$ cat src/rtl/core/mcs_pkg.sv
// Package for the coil server: request/response structs, sequencer states,
// status and exception codes, coil store geometry. No dependencies.
`default_nettype none

package mcs_pkg;

    // Coil store geometry; rows of eight coils in one RAM word
    localparam int NUM_COILS   = 256;
    localparam int ROW_W       = 8;
    localparam int NUM_ROWS    = (NUM_COILS + ROW_W - 1) / ROW_W;
    localparam int ROW_AW      = (NUM_ROWS > 1) ? $clog2(NUM_ROWS) : 1;
    localparam int COIL_CNT_W  = $clog2(NUM_COILS + 1);
    localparam int MAX_RESULTS = 32;

    // Width of the shared add/subtract unit (17-bit operands, carry out on top)
    localparam int ALU_W = 17;

    // Function code flag on exception, byte mask constants
    localparam logic [7:0] FN_EXC_FLAG = 8'h80;
    localparam logic [7:0] BIT0        = 8'h01;
    localparam logic [7:0] ALL_ONES    = 8'hff;

    // Fixed response lengths
    localparam logic [5:0] LEN_BASE  = 6'd9;
    localparam logic [5:0] LEN_WRITE = 6'd12;

    typedef enum logic {
        CMD_READ  = 1'b0,
        CMD_WRITE = 1'b1
    } t_cmd;

    typedef enum logic [1:0] {
        ST_READ_DATA = 2'd0,
        ST_WRITE_ACK = 2'd1,
        ST_EXCEPTION = 2'd2
    } t_status;

    localparam logic [1:0] EXC_NONE            = 2'd0;
    localparam logic [1:0] EXC_ILLEGAL_ADDRESS = 2'd2;

    typedef struct packed {
        logic        command;
        logic [7:0]  function_code;
        logic [15:0] start_address;
        logic [15:0] coil_quantity;
        logic        write_value;
    } t_req;

    typedef struct packed {
        logic [1:0] status;
        logic [7:0] response_function;
        logic [5:0] byte_count;
        logic [7:0] data_byte;
        logic [1:0] exception_code;
        logic [5:0] response_length;
        logic       last;
    } t_resp;

    typedef enum logic [3:0] {
        S_IDLE,
        S_SUB,
        S_WLIM,
        S_WRD,
        S_WMOD,
        S_WACK,
        S_RSUM,
        S_RLIM,
        S_RCNT,
        S_RZERO,
        S_RPRIME,
        S_RFETCH,
        S_RBYTE,
        S_EXC
    } t_state;

endpackage

`default_nettype wire

$ cat src/rtl/core/mcs_ram.sv
// Generic single-port-write, single-port-read RAM with registered read data.
// No package dependencies.
`default_nettype none

module mcs_ram #(
    parameter int DATA_W = 8,
    parameter int DEPTH  = 32
) (
    input  wire logic                                       i_clk,
    input  wire logic                                       i_we,
    input  wire logic [((DEPTH > 1) ? $clog2(DEPTH) : 1)-1:0] i_waddr,
    input  wire logic [DATA_W-1:0]                          i_wdata,
    input  wire logic                                       i_re,
    input  wire logic [((DEPTH > 1) ? $clog2(DEPTH) : 1)-1:0] i_raddr,
    output logic      [DATA_W-1:0]                          o_rdata
);

    logic [DATA_W-1:0] r_mem [DEPTH];

    // Write port
    always_ff @(posedge i_clk) begin
        if (i_we) begin
            r_mem[i_waddr] <= i_wdata;
        end
    end

    // Registered read, held while not enabled
    always_ff @(posedge i_clk) begin
        if (i_re) begin
            o_rdata <= r_mem[i_raddr];
        end
    end

endmodule

`default_nettype wire

$ cat src/rtl/core/modbus_coil_server_top.sv
// Coil server top level: sequencer, shared add/subtract unit, output register.
// Depends on mcs_pkg and mcs_ram.
//
// Usage:
//   Request channel i_req_valid / o_req_ready carries one t_req. Read requests
//   return one response per packed data byte (lowest coil in bit 0, last one
//   flagged); writes, empty reads and out-of-range requests return a single response.
//   Response channel o_resp_valid / i_resp_ready carries one t_resp from an
//   output register, so the sequencer keeps working while a response waits.
//   i_cfg_we / i_cfg_wdata load the address offset; write it only while idle.
// Timing:
//   One request at a time; o_req_ready is high only when the sequencer idles.
//   A write runs the offset subtract, range check, row read and row write
//   before its acknowledge. A read runs range checks and RAM priming, then
//   one byte per cycle while the output register is free, paced by the single
//   shared adder used for every check and the one RAM read port. An exception
//   follows the failing check, an empty read the byte count. The next request
//   can be taken in the cycle after the last response of a request is loaded.
// Reset (synchronous, active low) clears the offset, the output valid flag and
//   all row valid bits, so the store reads as all zero right away; no clearing
//   pass. A stalled receiver holds the response register and the sequencer
//   waits with it, nothing is dropped.
`default_nettype none

module modbus_coil_server_top (
    input  wire logic          i_clk,
    input  wire logic          i_rst_n,
    input  wire logic          i_req_valid,
    output logic               o_req_ready,
    input  wire mcs_pkg::t_req i_req,
    output logic               o_resp_valid,
    input  wire logic          i_resp_ready,
    output mcs_pkg::t_resp     o_resp,
    input  wire logic          i_cfg_we,
    input  wire logic [15:0]   i_cfg_wdata
);

    // State and request registers
    mcs_pkg::t_state                      r_state, n_state;
    mcs_pkg::t_req                        r_req, n_req;
    logic [15:0]                          r_offset;
    logic [15:0]                          r_idx, n_idx;
    logic [mcs_pkg::ALU_W-1:0]            r_sum, n_sum;
    logic [5:0]                           r_nbytes, n_nbytes;
    logic [5:0]                           r_len, n_len;
    logic [mcs_pkg::COIL_CNT_W-1:0]       r_left, n_left;
    logic [mcs_pkg::ROW_AW-1:0]           r_row, n_row;
    logic [mcs_pkg::ROW_W-1:0]            r_lo, n_lo;
    logic [mcs_pkg::NUM_ROWS-1:0]         r_row_vld;
    logic                                 r_rd_vld;
    mcs_pkg::t_resp                       r_out, n_out;
    logic                                 r_out_valid, n_out_valid;

    // Shared adder
    logic [mcs_pkg::ALU_W-1:0]            alu_a, alu_b;
    logic                                 alu_cin;
    logic [mcs_pkg::ALU_W:0]              alu_sum;
    logic                                 alu_carry;

    // RAM port signals
    logic                                 ram_we, ram_re;
    logic [mcs_pkg::ROW_AW-1:0]           ram_waddr, ram_raddr;
    logic [mcs_pkg::ROW_W-1:0]            ram_wdata, ram_rdata;
    logic [mcs_pkg::ROW_W-1:0]            row_eff;

    // Helpers
    logic                                 req_fire;
    logic                                 out_free;
    logic [mcs_pkg::ROW_AW-1:0]           idx_row;
    logic [mcs_pkg::ROW_AW-1:0]           row_next;
    logic [13:0]                          nb_full;
    logic [2*mcs_pkg::ROW_W-1:0]          pair_shift;
    logic [7:0]                           byte_mask;
    logic [7:0]                           byte_mask_fix;
    logic [7:0]                           wr_row;
    logic                                 is_last;

    assign req_fire = i_req_valid && o_req_ready;
    assign out_free = !r_out_valid || i_resp_ready;
    assign idx_row  = mcs_pkg::ROW_AW'(r_idx >> 3);
    assign row_next = (r_row == mcs_pkg::ROW_AW'(mcs_pkg::NUM_ROWS - 1)) ?
                      r_row : r_row + mcs_pkg::ROW_AW'(1);
    assign row_eff  = r_rd_vld ? ram_rdata : '0;

    assign alu_sum   = {1'b0, alu_a} + {1'b0, alu_b} + {{mcs_pkg::ALU_W{1'b0}}, alu_cin};
    assign alu_carry = alu_sum[mcs_pkg::ALU_W];
    assign nb_full   = alu_sum[16:3];

    // Byte assembly across two rows, masked past the requested quantity
    assign pair_shift = {row_eff, r_lo} >> r_idx[2:0];
    assign is_last    = (r_left <= mcs_pkg::COIL_CNT_W'(8));
    assign byte_mask  = is_last ? ((mcs_pkg::BIT0 << r_left[2:0]) - mcs_pkg::BIT0)
                                : mcs_pkg::ALL_ONES;
    always_comb begin
        byte_mask_fix = byte_mask;
        if (r_left == mcs_pkg::COIL_CNT_W'(8)) begin
            byte_mask_fix = mcs_pkg::ALL_ONES;
        end
    end

    // Single-coil read-modify-write of one row
    assign wr_row = (row_eff & ~(mcs_pkg::BIT0 << r_idx[2:0])) |
                    (8'(r_req.write_value) << r_idx[2:0]);

    // Coil store, eight coils per row
    mcs_ram #(
        .DATA_W (mcs_pkg::ROW_W),
        .DEPTH  (mcs_pkg::NUM_ROWS)
    ) u_coil_ram (
        .i_clk   (i_clk),
        .i_we    (ram_we),
        .i_waddr (ram_waddr),
        .i_wdata (ram_wdata),
        .i_re    (ram_re),
        .i_raddr (ram_raddr),
        .o_rdata (ram_rdata)
    );

    // Offset register
    always_ff @(posedge i_clk) begin
        if (!i_rst_n) begin
            r_offset <= '0;
        end else if (i_cfg_we) begin
            r_offset <= i_cfg_wdata;
        end
    end

    // Control state
    always_ff @(posedge i_clk) begin
        if (!i_rst_n) begin
            r_state     <= mcs_pkg::S_IDLE;
            r_out_valid <= 1'b0;
            r_row_vld   <= '0;
        end else begin
            r_state     <= n_state;
            r_out_valid <= n_out_valid;
            if (ram_we) begin
                r_row_vld[ram_waddr] <= 1'b1;
            end
        end
    end

    // Datapath registers
    always_ff @(posedge i_clk) begin
        r_req    <= n_req;
        r_idx    <= n_idx;
        r_sum    <= n_sum;
        r_nbytes <= n_nbytes;
        r_len    <= n_len;
        r_left   <= n_left;
        r_row    <= n_row;
        r_lo     <= n_lo;
        r_out    <= n_out;
        if (ram_re) begin
            r_rd_vld <= r_row_vld[ram_raddr];
        end
    end

    // Sequencer: next state, shared adder operands, RAM control, response load
    always_comb begin
        n_state     = r_state;
        n_req       = r_req;
        n_idx       = r_idx;
        n_sum       = r_sum;
        n_nbytes    = r_nbytes;
        n_len       = r_len;
        n_left      = r_left;
        n_row       = r_row;
        n_lo        = r_lo;
        n_out       = r_out;
        n_out_valid = r_out_valid && !i_resp_ready;
        alu_a       = '0;
        alu_b       = '0;
        alu_cin     = 1'b0;
        ram_we      = 1'b0;
        ram_waddr   = idx_row;
        ram_wdata   = wr_row;
        ram_re      = 1'b0;
        ram_raddr   = r_row;
        o_req_ready = (r_state == mcs_pkg::S_IDLE);

        case (r_state)
            mcs_pkg::S_IDLE: begin
                if (req_fire) begin
                    n_req   = i_req;
                    n_state = mcs_pkg::S_SUB;
                end
            end
            // index = start - offset, borrow means below offset
            mcs_pkg::S_SUB: begin
                alu_a   = {1'b0, r_req.start_address};
                alu_b   = ~{1'b0, r_offset};
                alu_cin = 1'b1;
                n_idx   = alu_sum[15:0];
                if (!alu_carry) begin
                    n_state = mcs_pkg::S_EXC;
                end else if (r_req.command == mcs_pkg::CMD_WRITE) begin
                    n_state = mcs_pkg::S_WLIM;
                end else begin
                    n_state = mcs_pkg::S_RSUM;
                end
            end
            // write: index < NUM_COILS
            mcs_pkg::S_WLIM: begin
                alu_a   = {1'b0, r_idx};
                alu_b   = ~mcs_pkg::ALU_W'(mcs_pkg::NUM_COILS);
                alu_cin = 1'b1;
                n_state = alu_carry ? mcs_pkg::S_EXC : mcs_pkg::S_WRD;
            end
            mcs_pkg::S_WRD: begin
                ram_re    = 1'b1;
                ram_raddr = idx_row;
                n_state   = mcs_pkg::S_WMOD;
            end
            mcs_pkg::S_WMOD: begin
                ram_we  = 1'b1;
                n_state = mcs_pkg::S_WACK;
            end
            mcs_pkg::S_WACK: begin
                if (out_free) begin
                    n_out.status            = mcs_pkg::ST_WRITE_ACK;
                    n_out.response_function = r_req.function_code;
                    n_out.byte_count        = '0;
                    n_out.data_byte         = '0;
                    n_out.exception_code    = mcs_pkg::EXC_NONE;
                    n_out.response_length   = mcs_pkg::LEN_WRITE;
                    n_out.last              = 1'b1;
                    n_out_valid             = 1'b1;
                    n_state                 = mcs_pkg::S_IDLE;
                end
            end
            // read: index + quantity
            mcs_pkg::S_RSUM: begin
                alu_a   = {1'b0, r_idx};
                alu_b   = {1'b0, r_req.coil_quantity};
                n_sum   = alu_sum[mcs_pkg::ALU_W-1:0];
                n_state = mcs_pkg::S_RLIM;
            end
            // read: index + quantity <= NUM_COILS
            mcs_pkg::S_RLIM: begin
                alu_a   = r_sum;
                alu_b   = ~mcs_pkg::ALU_W'(mcs_pkg::NUM_COILS + 1);
                alu_cin = 1'b1;
                n_state = alu_carry ? mcs_pkg::S_EXC : mcs_pkg::S_RCNT;
            end
            // byte count = (quantity + 7) / 8
            mcs_pkg::S_RCNT: begin
                alu_a    = {1'b0, r_req.coil_quantity};
                alu_b    = mcs_pkg::ALU_W'(7);
                n_nbytes = nb_full[5:0];
                n_len    = mcs_pkg::LEN_BASE + nb_full[5:0];
                n_left   = mcs_pkg::COIL_CNT_W'(r_req.coil_quantity);
                n_row    = idx_row;
                if (nb_full > 14'(mcs_pkg::MAX_RESULTS)) begin
                    n_state = mcs_pkg::S_EXC;
                end else if (nb_full == '0) begin
                    n_state = mcs_pkg::S_RZERO;
                end else begin
                    n_state = mcs_pkg::S_RPRIME;
                end
            end
            mcs_pkg::S_RZERO: begin
                if (out_free) begin
                    n_out.status            = mcs_pkg::ST_READ_DATA;
                    n_out.response_function = r_req.function_code;
                    n_out.byte_count        = '0;
                    n_out.data_byte         = '0;
                    n_out.exception_code    = mcs_pkg::EXC_NONE;
                    n_out.response_length   = mcs_pkg::LEN_BASE;
                    n_out.last              = 1'b1;
                    n_out_valid             = 1'b1;
                    n_state                 = mcs_pkg::S_IDLE;
                end
            end
            // first row read
            mcs_pkg::S_RPRIME: begin
                ram_re  = 1'b1;
                n_row   = row_next;
                n_state = mcs_pkg::S_RFETCH;
            end
            // second row read, first row lands
            mcs_pkg::S_RFETCH: begin
                ram_re  = 1'b1;
                n_lo    = row_eff;
                n_row   = row_next;
                n_state = mcs_pkg::S_RBYTE;
            end
            // one byte per cycle while the output register drains
            mcs_pkg::S_RBYTE: begin
                alu_a   = mcs_pkg::ALU_W'(r_left);
                alu_b   = ~mcs_pkg::ALU_W'(8);
                alu_cin = 1'b1;
                if (out_free) begin
                    n_out.status            = mcs_pkg::ST_READ_DATA;
                    n_out.response_function = r_req.function_code;
                    n_out.byte_count        = r_nbytes;
                    n_out.data_byte         = pair_shift[7:0] & byte_mask_fix;
                    n_out.exception_code    = mcs_pkg::EXC_NONE;
                    n_out.response_length   = r_len;
                    n_out.last              = is_last;
                    n_out_valid             = 1'b1;
                    if (is_last) begin
                        n_state = mcs_pkg::S_IDLE;
                    end else begin
                        n_left = alu_sum[mcs_pkg::COIL_CNT_W-1:0];
                        n_lo   = row_eff;
                        ram_re = 1'b1;
                        n_row  = row_next;
                    end
                end
            end
            mcs_pkg::S_EXC: begin
                if (out_free) begin
                    n_out.status            = mcs_pkg::ST_EXCEPTION;
                    n_out.response_function = r_req.function_code | mcs_pkg::FN_EXC_FLAG;
                    n_out.byte_count        = '0;
                    n_out.data_byte         = '0;
                    n_out.exception_code    = mcs_pkg::EXC_ILLEGAL_ADDRESS;
                    n_out.response_length   = mcs_pkg::LEN_BASE;
                    n_out.last              = 1'b1;
                    n_out_valid             = 1'b1;
                    n_state                 = mcs_pkg::S_IDLE;
                end
            end
            default: begin
                n_state = mcs_pkg::S_IDLE;
            end
        endcase
    end

    assign o_resp_valid = r_out_valid;
    assign o_resp       = r_out;

    // Accepting a request always takes the sequencer out of idle
    a_busy_after_req: assert property (@(posedge i_clk) disable iff (!i_rst_n)
        req_fire |=> !o_req_ready)
        else $error("ready stayed high after a request was taken");

    // Exceptions carry the flagged function code and the address exception
    a_exc_fields: assert property (@(posedge i_clk) disable iff (!i_rst_n)
        (o_resp_valid && o_resp.status == mcs_pkg::ST_EXCEPTION) |->
        (o_resp.response_function[7] &&
         o_resp.exception_code == mcs_pkg::EXC_ILLEGAL_ADDRESS))
        else $error("exception response fields inconsistent");

    // Read responses: length tracks byte count
    a_read_len: assert property (@(posedge i_clk) disable iff (!i_rst_n)
        (o_resp_valid && o_resp.status == mcs_pkg::ST_READ_DATA) |->
        (o_resp.response_length == mcs_pkg::LEN_BASE + o_resp.byte_count))
        else $error("read response length mismatch");

    // The byte loop never runs with no coils left
    a_left_nonzero: assert property (@(posedge i_clk) disable iff (!i_rst_n)
        (r_state == mcs_pkg::S_RBYTE) |-> (r_left != '0))
        else $error("byte loop entered with zero coils left");

endmodule

`default_nettype wire

$ cat config.mk
export PLATFORM = sky130hd
export DESIGN_NAME = modbus_coil_server_top
export DESIGN_NICKNAME = d
export VERILOG_FILES = /design/src/rtl/core/mcs_pkg.sv /design/src/rtl/core/mcs_ram.sv /design/src/rtl/core/modbus_coil_server_top.sv
export SDC_FILE = /design/constraint.sdc
export NUM_CORES = 1
export LEC_CHECK = 0
export BUFFER_PORTS_ARGS = -buffer_cell sky130_fd_sc_hd__buf_2
export CAP_MARGIN = 20
export CORE_MARGIN = 2
export CORE_UTILIZATION = 35
export DETAILED_ROUTE_END_ITERATION = 16
export SLEW_MARGIN = 20
export SYNTH_ARGS = -nofsm -noshare
export SYNTH_HDL_FRONTEND = slang
export SYNTH_SLANG_ARGS = --single-unit
$ cat constraint.sdc
create_clock -name i_clk -period 9.35 [get_ports i_clk]
set_input_delay 0.4675 -clock i_clk [delete_from_list [all_inputs] [get_ports i_clk]]
set_output_delay 0.4675 -clock i_clk [all_outputs]
set_load 0.005 [all_outputs]
==> results.cfg <==
[clocking]
cts_setup_buffers = 0
clock-sinks = 458
h-tree-depth = 2
cts_resized = 0
clkTransAtPathRegs_ns = 0.06
hold_buffers = 0
cts_buffers = 47
clock_latency_ns = 0.60
ctsRootBufferMaster = clkbuf_16
tritoncts = done
clk_path_buf_depth = 3

[yosys]
netlist_area_um2 = 19750
synth-xor-area-share_pct = 0.7982
synthAdderAreaFrac_pct = 1.470
synth_compound_area_share_pct = 7.792
synth-seq-cells = 458
synth_top_family_by_area = multiplexers
synth-simple-area-share_pct = 9.673
synth-main-ff-cell = edfxtp_1
yosysSeqAreaShare_pct = 66.95
synthDistinctLibCells = 64
synth_cells = 1396
synthArstFlopShare_pct = 0
syn_avg_cell_area_um2 = 14.15
synth_edf_count = 405
ys.warnings.count = 0
synth_nets = 1481
synth.area.mux_share_pct = 11.07

[global_route]
grt_pass1_vias = 11900
grt_max_degree = 56
antenna_found_initial = 0
overflow = 0
grtUsageTotal_pct = 16.41
grt_pass1_wl_um = 73700

[critical_path]
critPathMaxStageDelay_ns = 0.97
cp.required_ns = 9.85
cp_max_fo = 33
worstSetupPathType = register to register
crit_path_end_kind = register
startpoint_type = register
slowest_stage = dfxtp_1
path_cells = nand2b_1 -> nand2b_1 -> clkinv_1 -> a221oi_1 -> fa_1 -> inv_1 -> fa_1 -> a211oi_1 -> o21ai_1 -> or4_1 -> nand3_1 -> o211ai_1 -> nor4_1 -> nand3_1 -> a31o_2
critical_path_arrival_ns = 6.07

[final_layout]
antenna_cells = 0
fillCellCount = 5158
drive_gt1_share_pct = 19.21
synthToLayoutAreaGrowth_pct = 14.14
fin_nets = 1562

[sta]
fin_crit_sh_pct = 59.60
min_period_ns = 5.573
setup_tns_ns = 0
timing.hold.ws_ns = 0.03851
setup_viol = 0
drv_slew = 0
fin_skew_ns = 0.03361
rsz0062_at_grt = false
max_freq_ghz = 0.1795
hold_viol_final = 0
maxSlewHeadroom_pct = 25.55
tightest_slew_ns = 1.117
setup_ws_ns = 3.777

[routing]
drc = 0
avgRoutedWirePerCell_um = 21.14
drt_pass1_iterations = 5
drt_iter0_drc = 1266
ant_nets = 0
vias = 12040
vias_per_cell = 5.302
wl_um = 48010

[placed_design]
port-buffer-count = 96
preCtsSetupSlack_ns = 3.705
gp_congestion = 0.8675
dp_hpwl_um = 30870

[floorplan]
fp-row-count = 87
start_util_pct = 35.23
die_x_um = 241.6
dieHeight_um = 241.6
io_pins = 98
die_area_um2 = 58350
core_um2 = 56060

[status]
status = complete, no violations

[power_and_ir_drop]
p_leak_nw = 7.821
vdd_drop_max_uv = 192.9
power_mw = 7.154
power.density_nw_per_um2 = 317.3

[min_path]
hold_path.class = input port to register

[job]
maxCapViolations = 0
==> state kept, by name, summed over array words and instances, names as in the netlist, 9 cells and up <==
register,cells
o_resp,31
r_offset,16
r_req,42
r_sum,17
u_coil_ram.r_mem,256
r_idx,16
r_row_vld,32
r_left,9
==> path summary, 6_finish.rpt <==
check / startpoint / endpoint / slack, ns / depth (start not counted)
setup / recovery: r_state[1] / r_state[0] / 3.78 / 15
hold / removal: i_req[6] / r_req[6] / 0.04 / 1
setup reg to reg: r_state[1] / r_state[0] / 3.78 / 15
hold reg to reg: r_req[39] / o_resp[29] / 0.43 / 0
==> layer usage <==
metal / global-route usage, % / wire length [µm]
met5: 0 / 0
met4: 4.878 / 1219
met3: 2.952 / 3495
met2: 25.81 / 22280
met1: 23.26 / 21010
==> placed cells by master (no fill, tap or decap), drive strengths merged, types with 20 or more instances in the layout <==
| cell type | n |
|---|---|
| mux2i | 29 |
| dfxtp | 53 |
| mux4 | 77 |
| clkinv | 20 |
| o211ai | 20 |
| nand3 | 36 |
| nand2 | 149 |
| clkbuf | 65 |
| ha | 20 |
| buf | 112 |
| nor2 | 167 |
| o21ai | 64 |
| edfxtp | 405 |
| inv | 33 |
| a21oi | 32 |
==> cell type report <==
cell class	count	area, µm²	area share [%]
multi-input cells	825	6147	27.27
inverters	33	123.9	0.5495
clock inverters	22	198.9	0.8825
flip-flops and latches	458	13220	58.66
well taps	756	945.9	4.196
clock buffers	65	1304	5.783
repair buffers	112	600.6	2.664
==> synthesized netlist by cell type (8+ instances only) <==
library cell	n	share of area [%]
a211oi_1	14	0.53
a21boi_0	14	0.53
a21o_1	9	0.34
a21oi_1	32	0.81
a222oi_1	9	0.46
a22oi_1	8	0.30
and2_1	17	0.54
buf_1	8	0.15
buf_2	8	0.20
clkbuf_1	62	1.2
dfxtp_1	53	5.4
edfxtp_1	405	62
ha_1	20	1.3
inv_1	31	0.59
mux2_2	14	0.80
mux2i_1	28	1.4
mux4_2	77	8.8
nand2_1	149	2.8
nand2b_1	13	0.41
nand3_1	36	0.91
nor2_1	167	3.2
nor3_1	9	0.23
o211ai_1	20	0.76
o21ai_0	46	1.2
o21ai_1	18	0.46
o22ai_1	17	0.54
xnor2_1	12	0.53
==> worst max-delay path, delay by kind of cell (launching register included) <==
family	cells	cell delay, ns
DFF	1	0.97
AOI/OAI and AO/OA	5	1.42
buffers and inverters	2	0.56
and+or+nand+nor	6	1.80
adders and majority gates	2	0.69
==> power by group <==
part | switching, mW | internal [mW] | total [mW]
Clock | 0.793 | 1.01 | 1.81
Combinational | 1.54 | 0.849 | 2.39
Sequential | 0.216 | 2.74 | 2.96
==> logic make-up (layout without fill, tap and decap cells) <==
family / Yosys count / in the layout
other cells: 1 / 1
simple gates: 435 / 435
compound gates: 229 / 229
mux: 120 / 120
flops: 458 / 458
buf+inv: 113 / 232
xor+xnor: 18 / 18
fa+ha+maj: 22 / 22
==> stage by stage <==
step / instances / cell area [µm²] / utilization (%)
after floorplan: 1396 / 19750 / -
after global placement: 2184 / 21030 / 37.51
after detailed placement: 2184 / 21030 / 37.51
after CTS: 2271 / 22530 / 40.19
after global routing: 2271 / 22540 / 40.21
final: 2271 / 22540 / 40.21
(Power assumes the default switching activity.)
